### config.mk
export PLATFORM = sky130hd
export DESIGN_NAME = nsc_sentence_state
export DESIGN_NICKNAME = d
export VERILOG_FILES = /design/src/hdl/nsc_pkg.sv /design/src/hdl/nsc_sentence_state.sv
export SDC_FILE = /design/constraint.sdc
export NUM_CORES = 1
export LEC_CHECK = 0
export ABC_AREA = 1
export BUFFER_PORTS_ARGS = -buffer_cell sky130_fd_sc_hd__clkbuf_2
export CORE_MARGIN = 4
export CORE_UTILIZATION = 35
export DETAILED_ROUTE_END_ITERATION = 16
export PLACE_DENSITY = 0.64
export SETUP_SLACK_MARGIN = 0.5
export SLEW_MARGIN = 20
export SYNTH_ARGS = -nofsm -noshare
export SYNTH_HDL_FRONTEND = slang
export SYNTH_SLANG_ARGS = --single-unit
export TNS_END_PERCENT = 20
### constraint.sdc
create_clock -name clk -period 3.3 [get_ports clk]
set_clock_uncertainty 0.1 [all_clocks]
set_input_delay 0.495 -clock clk [delete_from_list [all_inputs] [get_ports clk]]
set_output_delay 0.495 -clock clk [all_outputs]
set_load 0.005 [all_outputs]
### src/hdl/nsc_pkg.sv
// Package for the NMEA sentence checker: character codes, result codes,
// the result struct and the hex digit decoder. No dependencies.
package nsc_pkg;

    localparam int MAX_LEN_DEFAULT = 128;
    localparam int BYTE_W          = 8;
    localparam int LEN_W           = 7;
    localparam int LEN_MAX         = 127;
    localparam int COMMA_MAX       = 9;
    localparam int KIND_POS        = 6;   // kept bytes needed to cover offsets 3..5

    localparam logic [BYTE_W-1:0] CH_DOLLAR  = 8'h24;
    localparam logic [BYTE_W-1:0] CH_STAR    = 8'h2A;
    localparam logic [BYTE_W-1:0] CH_COMMA   = 8'h2C;
    localparam logic [BYTE_W-1:0] CH_NEWLINE = 8'h0A;
    localparam logic [BYTE_W-1:0] CH_NUL     = 8'h00;

    typedef enum logic [1:0] {
        KIND_OTHER = 2'd0,
        KIND_RMC   = 2'd1,
        KIND_GGA   = 2'd2
    } kind_t;

    typedef enum logic [1:0] {
        STAT_OK        = 2'd0,
        STAT_SUM_ERR   = 2'd1,
        STAT_PARSE_ERR = 2'd2
    } status_t;

    typedef struct packed {
        kind_t             kind;
        status_t           status;
        logic [BYTE_W-1:0] computed_sum;
        logic [BYTE_W-1:0] received_sum;
        logic [LEN_W-1:0]  stored_length;
    } result_t;

    // Expected type characters at offsets 3, 4, 5 (index 0..2).
    function automatic logic [BYTE_W-1:0] rmc_char(input logic [1:0] idx);
        logic [BYTE_W-1:0] ch;
        case (idx)
            2'd0:    ch = 8'h52;  // R
            2'd1:    ch = 8'h4D;  // M
            default: ch = 8'h43;  // C
        endcase
        return ch;
    endfunction

    function automatic logic [BYTE_W-1:0] gga_char(input logic [1:0] idx);
        logic [BYTE_W-1:0] ch;
        case (idx)
            2'd0:    ch = 8'h47;  // G
            2'd1:    ch = 8'h47;  // G
            default: ch = 8'h41;  // A
        endcase
        return ch;
    endfunction

    // ASCII hex digit to nibble; anything else reads as zero.
    function automatic logic [3:0] hex_digit(input logic [BYTE_W-1:0] c);
        logic [3:0] v;
        if (c >= 8'h30 && c <= 8'h39)
            v = c[3:0];
        else if ((c >= 8'h41 && c <= 8'h46) || (c >= 8'h61 && c <= 8'h66))
            v = 4'(c[3:0] + 4'd9);
        else
            v = 4'd0;
        return v;
    endfunction

endpackage

### src/hdl/nsc_sentence_state.sv
// Per-sentence tracking state of the NMEA checker: checksum, hex digits,
// type match, comma tally. Depends on nsc_pkg.
module nsc_sentence_state #(
    parameter int MAX_LEN = nsc_pkg::MAX_LEN_DEFAULT
) (
    input  logic                         clk,
    input  logic                         rst_n,
    input  logic                         step_en,
    input  logic [nsc_pkg::BYTE_W-1:0]   step_byte,
    output nsc_pkg::result_t             result
);

    localparam int CNT_W = $clog2(MAX_LEN);
    localparam int WIDE_W = CNT_W + nsc_pkg::LEN_W;

    logic [CNT_W-1:0] kept_count_reg, kept_count_next;
    logic [7:0]       running_xor_reg, running_xor_next;
    logic             star_found_reg, star_found_next;
    logic [1:0]       digits_reg, digits_next;
    logic [7:0]       hex_value_reg, hex_value_next;
    logic [1:0]       type_flags_reg, type_flags_next;
    logic [3:0]       comma_tally_reg, comma_tally_next;
    logic             text_ended_reg, text_ended_next;
    logic             lead_dollar_reg, lead_dollar_next;

    // working copies: start of sentence, then after keeping the byte
    logic [CNT_W-1:0] cnt_w;
    logic [7:0]       xor_w;
    logic             star_w;
    logic [1:0]       dig_w;
    logic [7:0]       hex_w;
    logic [1:0]       flags_w;
    logic [3:0]       comma_w;
    logic             ended_w;
    logic             lead_w;
    logic [CNT_W-1:0] pos;
    logic             restart;
    logic             is_nl;
    logic [1:0]       tidx;
    logic [WIDE_W-1:0] cnt_wide;
    nsc_pkg::kind_t   kind;

    assign restart = (step_byte == nsc_pkg::CH_DOLLAR);
    assign is_nl   = (step_byte == nsc_pkg::CH_NEWLINE);

    always_comb
    begin
        if (restart)
        begin
            cnt_w   = '0;
            xor_w   = '0;
            star_w  = 1'b0;
            dig_w   = '0;
            hex_w   = '0;
            flags_w = 2'b11;
            comma_w = '0;
            ended_w = 1'b0;
            lead_w  = 1'b0;
        end
        else
        begin
            cnt_w   = kept_count_reg;
            xor_w   = running_xor_reg;
            star_w  = star_found_reg;
            dig_w   = digits_reg;
            hex_w   = hex_value_reg;
            flags_w = type_flags_reg;
            comma_w = comma_tally_reg;
            ended_w = text_ended_reg;
            lead_w  = lead_dollar_reg;
        end
        pos  = cnt_w;
        tidx = 2'(pos - CNT_W'(3));

        if (pos < CNT_W'(MAX_LEN - 1))
        begin
            cnt_w = CNT_W'(pos + CNT_W'(1));
            if (!ended_w)
            begin
                if (step_byte == nsc_pkg::CH_NUL)
                begin
                    ended_w = 1'b1;
                    if (pos <= CNT_W'(5))
                        flags_w = 2'b00;
                end
                else
                begin
                    if (pos == '0 && restart)
                        lead_w = 1'b1;
                    if (pos >= CNT_W'(3) && pos <= CNT_W'(5))
                    begin
                        if (step_byte != nsc_pkg::rmc_char(tidx))
                            flags_w[0] = 1'b0;
                        if (step_byte != nsc_pkg::gga_char(tidx))
                            flags_w[1] = 1'b0;
                    end
                    if (step_byte == nsc_pkg::CH_COMMA && comma_w < 4'(nsc_pkg::COMMA_MAX))
                        comma_w = 4'(comma_w + 4'd1);
                    if (star_w)
                    begin
                        if (dig_w == 2'd0)
                        begin
                            hex_w = {nsc_pkg::hex_digit(step_byte), 4'd0};
                            dig_w = 2'd1;
                        end
                        else if (dig_w == 2'd1)
                        begin
                            hex_w = {hex_w[7:4], nsc_pkg::hex_digit(step_byte)};
                            dig_w = 2'd2;
                        end
                    end
                    else if (step_byte == nsc_pkg::CH_STAR)
                        star_w = 1'b1;
                    else if (pos >= CNT_W'(1))
                        xor_w = xor_w ^ step_byte;
                end
            end
        end
    end

    // result as seen after the current byte is kept
    always_comb
    begin
        cnt_wide = {{nsc_pkg::LEN_W{1'b0}}, cnt_w};
        kind     = nsc_pkg::KIND_OTHER;
        if (cnt_wide >= WIDE_W'(nsc_pkg::KIND_POS))
        begin
            if (flags_w[0])
                kind = nsc_pkg::KIND_RMC;
            else if (flags_w[1])
                kind = nsc_pkg::KIND_GGA;
        end
        result.kind          = kind;
        result.computed_sum  = xor_w;
        result.received_sum  = hex_w;
        result.stored_length = (cnt_wide > WIDE_W'(nsc_pkg::LEN_MAX)) ?
                               nsc_pkg::LEN_W'(nsc_pkg::LEN_MAX) : cnt_wide[nsc_pkg::LEN_W-1:0];
        if (!lead_w || !star_w)
            result.status = nsc_pkg::STAT_PARSE_ERR;
        else if (xor_w != hex_w)
            result.status = nsc_pkg::STAT_SUM_ERR;
        else if (comma_w == 4'd0)
            result.status = nsc_pkg::STAT_PARSE_ERR;
        else if (kind != nsc_pkg::KIND_OTHER && comma_w < 4'(nsc_pkg::COMMA_MAX))
            result.status = nsc_pkg::STAT_PARSE_ERR;
        else
            result.status = nsc_pkg::STAT_OK;
    end

    // newline ends the sentence: report, then clear
    always_comb
    begin
        kept_count_next  = kept_count_reg;
        running_xor_next = running_xor_reg;
        star_found_next  = star_found_reg;
        digits_next      = digits_reg;
        hex_value_next   = hex_value_reg;
        type_flags_next  = type_flags_reg;
        comma_tally_next = comma_tally_reg;
        text_ended_next  = text_ended_reg;
        lead_dollar_next = lead_dollar_reg;
        if (step_en)
        begin
            if (is_nl)
            begin
                kept_count_next  = '0;
                running_xor_next = '0;
                star_found_next  = 1'b0;
                digits_next      = '0;
                hex_value_next   = '0;
                type_flags_next  = 2'b11;
                comma_tally_next = '0;
                text_ended_next  = 1'b0;
                lead_dollar_next = 1'b0;
            end
            else
            begin
                kept_count_next  = cnt_w;
                running_xor_next = xor_w;
                star_found_next  = star_w;
                digits_next      = dig_w;
                hex_value_next   = hex_w;
                type_flags_next  = flags_w;
                comma_tally_next = comma_w;
                text_ended_next  = ended_w;
                lead_dollar_next = lead_w;
            end
        end
    end

    always_ff @(posedge clk or negedge rst_n)
    begin
        if (!rst_n)
        begin
            kept_count_reg  <= '0;
            running_xor_reg <= '0;
            star_found_reg  <= 1'b0;
            digits_reg      <= '0;
            hex_value_reg   <= '0;
            type_flags_reg  <= 2'b11;
            comma_tally_reg <= '0;
            text_ended_reg  <= 1'b0;
            lead_dollar_reg <= 1'b0;
        end
        else
        begin
            kept_count_reg  <= kept_count_next;
            running_xor_reg <= running_xor_next;
            star_found_reg  <= star_found_next;
            digits_reg      <= digits_next;
            hex_value_reg   <= hex_value_next;
            type_flags_reg  <= type_flags_next;
            comma_tally_reg <= comma_tally_next;
            text_ended_reg  <= text_ended_next;
            lead_dollar_reg <= lead_dollar_next;
        end
    end

    a_comma_sat: assert property (@(posedge clk) disable iff (!rst_n)
        comma_tally_reg <= 4'(nsc_pkg::COMMA_MAX))
        else $error("comma tally past saturation");

    a_digits_need_star: assert property (@(posedge clk) disable iff (!rst_n)
        digits_reg != 2'd0 |-> star_found_reg)
        else $error("hex digits counted without a star");

    a_nl_clears: assert property (@(posedge clk) disable iff (!rst_n)
        step_en && is_nl |=> kept_count_reg == '0 && !star_found_reg && type_flags_reg == 2'b11)
        else $error("state not cleared after newline");

endmodule

==> flow_metrics.py <==
metrics = {
    "outcome": {
        "status": "finished, violations left",
        "violations": "negative setup slack",
    },
    "logic_synthesis": {
        "synth_area_leaders": "dfrtp_1, nand2_1, inv_1",
        "synth_edf_count": 0,
        "synth_common_cells": "nand2_1, inv_1, nand3_1, nor2_1, dfrtp_1",
        "synth_flop_cell": "dfrtp_1",
        "synth.distinct_cells": 41,
        "synth-async-reset-ratio": 1.00,
        "ys_seq_area_frac": 0.260,
        "ys_seq_elements": 34,
        "synth.top_cell.area_share": 0.244,
        "syn_area_per_cell_um2": 6.29,
        "synth.largest_area_cell": "dfrtp_1",
        "syn_area_um2": 3280,
        "synthCells": 522,
        "yosysMostFrequentCell": "nand2_1",
        "yosysWarningCount": 0,
        "syn_nets": 546,
    },
    "detailed_routing": {
        "wl_met3_um": 584,
        "detail-route-antenna-nets": 0,
        "via_count": 3927,
        "drt_wl_total_um": 11700,
        "wl_per_cell_um": 15.5,
        "wl_met1_um": 5030,
        "drt_iter0_markers": 225,
        "drc_errors": 0,
        "top_layer_used": "met4",
        "firstDrtPassIters": 5,
        "wl_met2_um": 5850,
        "vias_per_cell": 5.22,
    },
    "floorplanning": {
        "die_h_um": 105,
        "die_x_um": 105,
        "ioPinCount": 38,
        "num_rows": 35,
        "core_um2": 9200,
        "initial_core_util": 0.357,
        "die-area_um2": 11000,
    },
    "finish": {
        "diodes": 0,
        "final_core_util": 0.536,
        "num-nets-final": 666,
        "area_delta_synth_final_pct": 50.3,
        "layout.cells.non_filler": 753,
        "drive_gt1_frac": 0.405,
    },
    "global_routing": {
        "antenna_found_initial": 0,
        "grt_max_degree": 35,
        "grt_overflow": 0,
        "grtUsageTotal": 0.209,
        "grt_pass1_vias": 3952,
        "grt_pass1_wl_um": 18900,
    },
    "power": {
        "p_leak_nw": 2.49,
        "ir_drop_uv": 428,
        "power_density_nw_per_um2": 693,
    },
    "timing": {
        "holdWs_ns": 0.235,
        "finalCriticalPeriod_ns": 3.33,
        "fmax_mhz": 301,
        "slew_violations": 0,
        "worst_pin_slew_ns": 0.964,
        "setup_violations": 1,
        "fin_ws_ns": -0.0272,
        "maxSlewHeadroom": 0.357,
        "final-hold-violation-count": 0,
        "grt_setup_unrepaired": "yes",
        "period_share": 1.01,
    },
    "placement": {
        "place_congestion": 0.934,
        "hpwl_um": 8190,
        "dp_cells": 727,
        "port_buffers": 37,
    },
    "clocking": {
        "cts_hold_buf": 0,
        "cts.root.buffer_cell": "clkbuf_8",
        "cts_buffer_depth": 2,
        "cts_made_buffers": 5,
        "clock_latency_ns": 0.29,
        "cts.sinks": 34,
        "htree_levels": 2,
        "cts_tree": "done",
        "cts.clk_slew.worst_paths_ns": 0.07,
    },
    "setup_path": {
        "crit_path_start_kind": "primary input",
        "crit_chain": "buf_8 -> clkinvlp_4 -> ha_4 -> nand3_4 -> nor2_4 -> buf_12 -> nor2_4 -> inv_2 -> ha_4 -> inv_4 -> nand4_4 -> buf_6 -> nand3_4 -> nand2_2 -> nand2_1 -> nand2_1 -> nand2_1 -> nand3_2 -> nor2_4 -> nand3_2 -> nand2_1 -> buf_2",
        "crit_slowest_cell": "buf_6",
        "cp-end-kind": "primary output",
        "crit_top_cell": "nand2_1",
        "cp.required_ns": 2.70,
        "path_class": "primary input to primary output",
        "crit_fanout": 6,
        "critPathMaxStageDelay_ns": 0.21,
        "critPathBufInv": 7,
        "cpLargestDelayFamily": "simple AND/OR/NAND/NOR gates",
        "arrival_ns": 2.73,
    },
    "min_path": {
        "min_path_type": "primary input to asynchronous set/reset pin",
    },
    "job": {
        "max_cap_viol_count": 0,
    },
}
## layout by cell type (no fill, tap or decap), drive strengths merged, types with 3 or more instances in the layout
cell,synthesis,layout
nand2,178,178
buf,7,98
inv,83,81
nor2,51,51
nand3,48,48
o21ai,36,36
dfrtp,32,32
clkbuf,5,32
nand4,25,25
ha,13,13
a21oi,11,11
o22ai,9,9
nor3,5,5
clkinv,2,4
o211ai,3,3
## through the flow
step / setup TNS (ns) / total power, mW / instance area [um2] / setup slack [ns]
after floorplan: 0 / 1.84 / 3400 / 0.290
after global placement: -0.161 / 2.56 / 4200 / -0.0835
after detailed placement: -0.178 / 2.60 / 4200 / -0.106
after CTS: 0 / 3.09 / 4580 / 0.0198
after global routing: -0.334 / 3.71 / 4930 / -0.190
final: -0.0272 / 3.42 / 4930 / -0.0272
## routing by layer
layer,global-route usage,vias to the layer above
met1,0.258,1867
met4,0.0750,0
met5,0,-
met3,0.0352,19
li1,-,1921
met2,0.364,120
## cell families after synthesis
| logic type | after synthesis | synth area share |
|---|---|---|
| simple gates | 310 | 0.438 |
| buf+inv | 97 | 0.121 |
| flops | 34 | 0.260 |
| compound gates | 67 | 0.129 |
| fa+ha+maj | 13 | 0.0496 |
| xor+xnor | 1 | 0.00267 |
## layout make-up
class | instances | area, um2
well taps | 111 | 139
fillers | 906 | 4260
multi-input cells | 391 | 2470
clock buffers | 5 | 68.8
flip-flops and latches | 34 | 853
clock inverters | 2 | 10.0
repair buffers | 125 | 1040
inverters | 85 | 349
## path summary, 6_finish.rpt
kind                       cells past startpoint                     startpoint                             end  slack, ns
max                                           22                   step_byte[1]                      result[24]      -0.03
min                                            1                          rst_n   kept_count_reg[0]$_DFFE_PN0P_       0.23
max reg2reg                                   13  kept_count_reg[1]$_DFFE_PN0P_  running_xor_reg[2]$_DFFE_PN0P_       1.07
min reg2reg                                    2  type_flags_reg[0]$_DFFE_PN1P_   type_flags_reg[0]$_DFFE_PN1P_       0.38
max in group asynchronous                      1                          rst_n    hex_value_reg[6]$_DFFE_PN0P_       2.26
min in group clk                               2  type_flags_reg[0]$_DFFE_PN1P_   type_flags_reg[0]$_DFFE_PN1P_       0.38
## power by group
part | switching (mW) | internal, mW | leakage [nW] | total (mW)
Combinational | 1.32 | 1.10 | 2.01 | 2.42
Sequential | 0.116 | 0.568 | 0.434 | 0.684
Clock | 0.173 | 0.142 | 0.0438 | 0.315
## timing repair
action                     4_1_cts  5_1_grt
gates cloned                     0        0
gates resized for setup         43       93
setup buffers                   13        6
setup endpoints to repair       21       24
pin swaps                       22       60
Note: power is estimated with default switching activity, not from simulation.
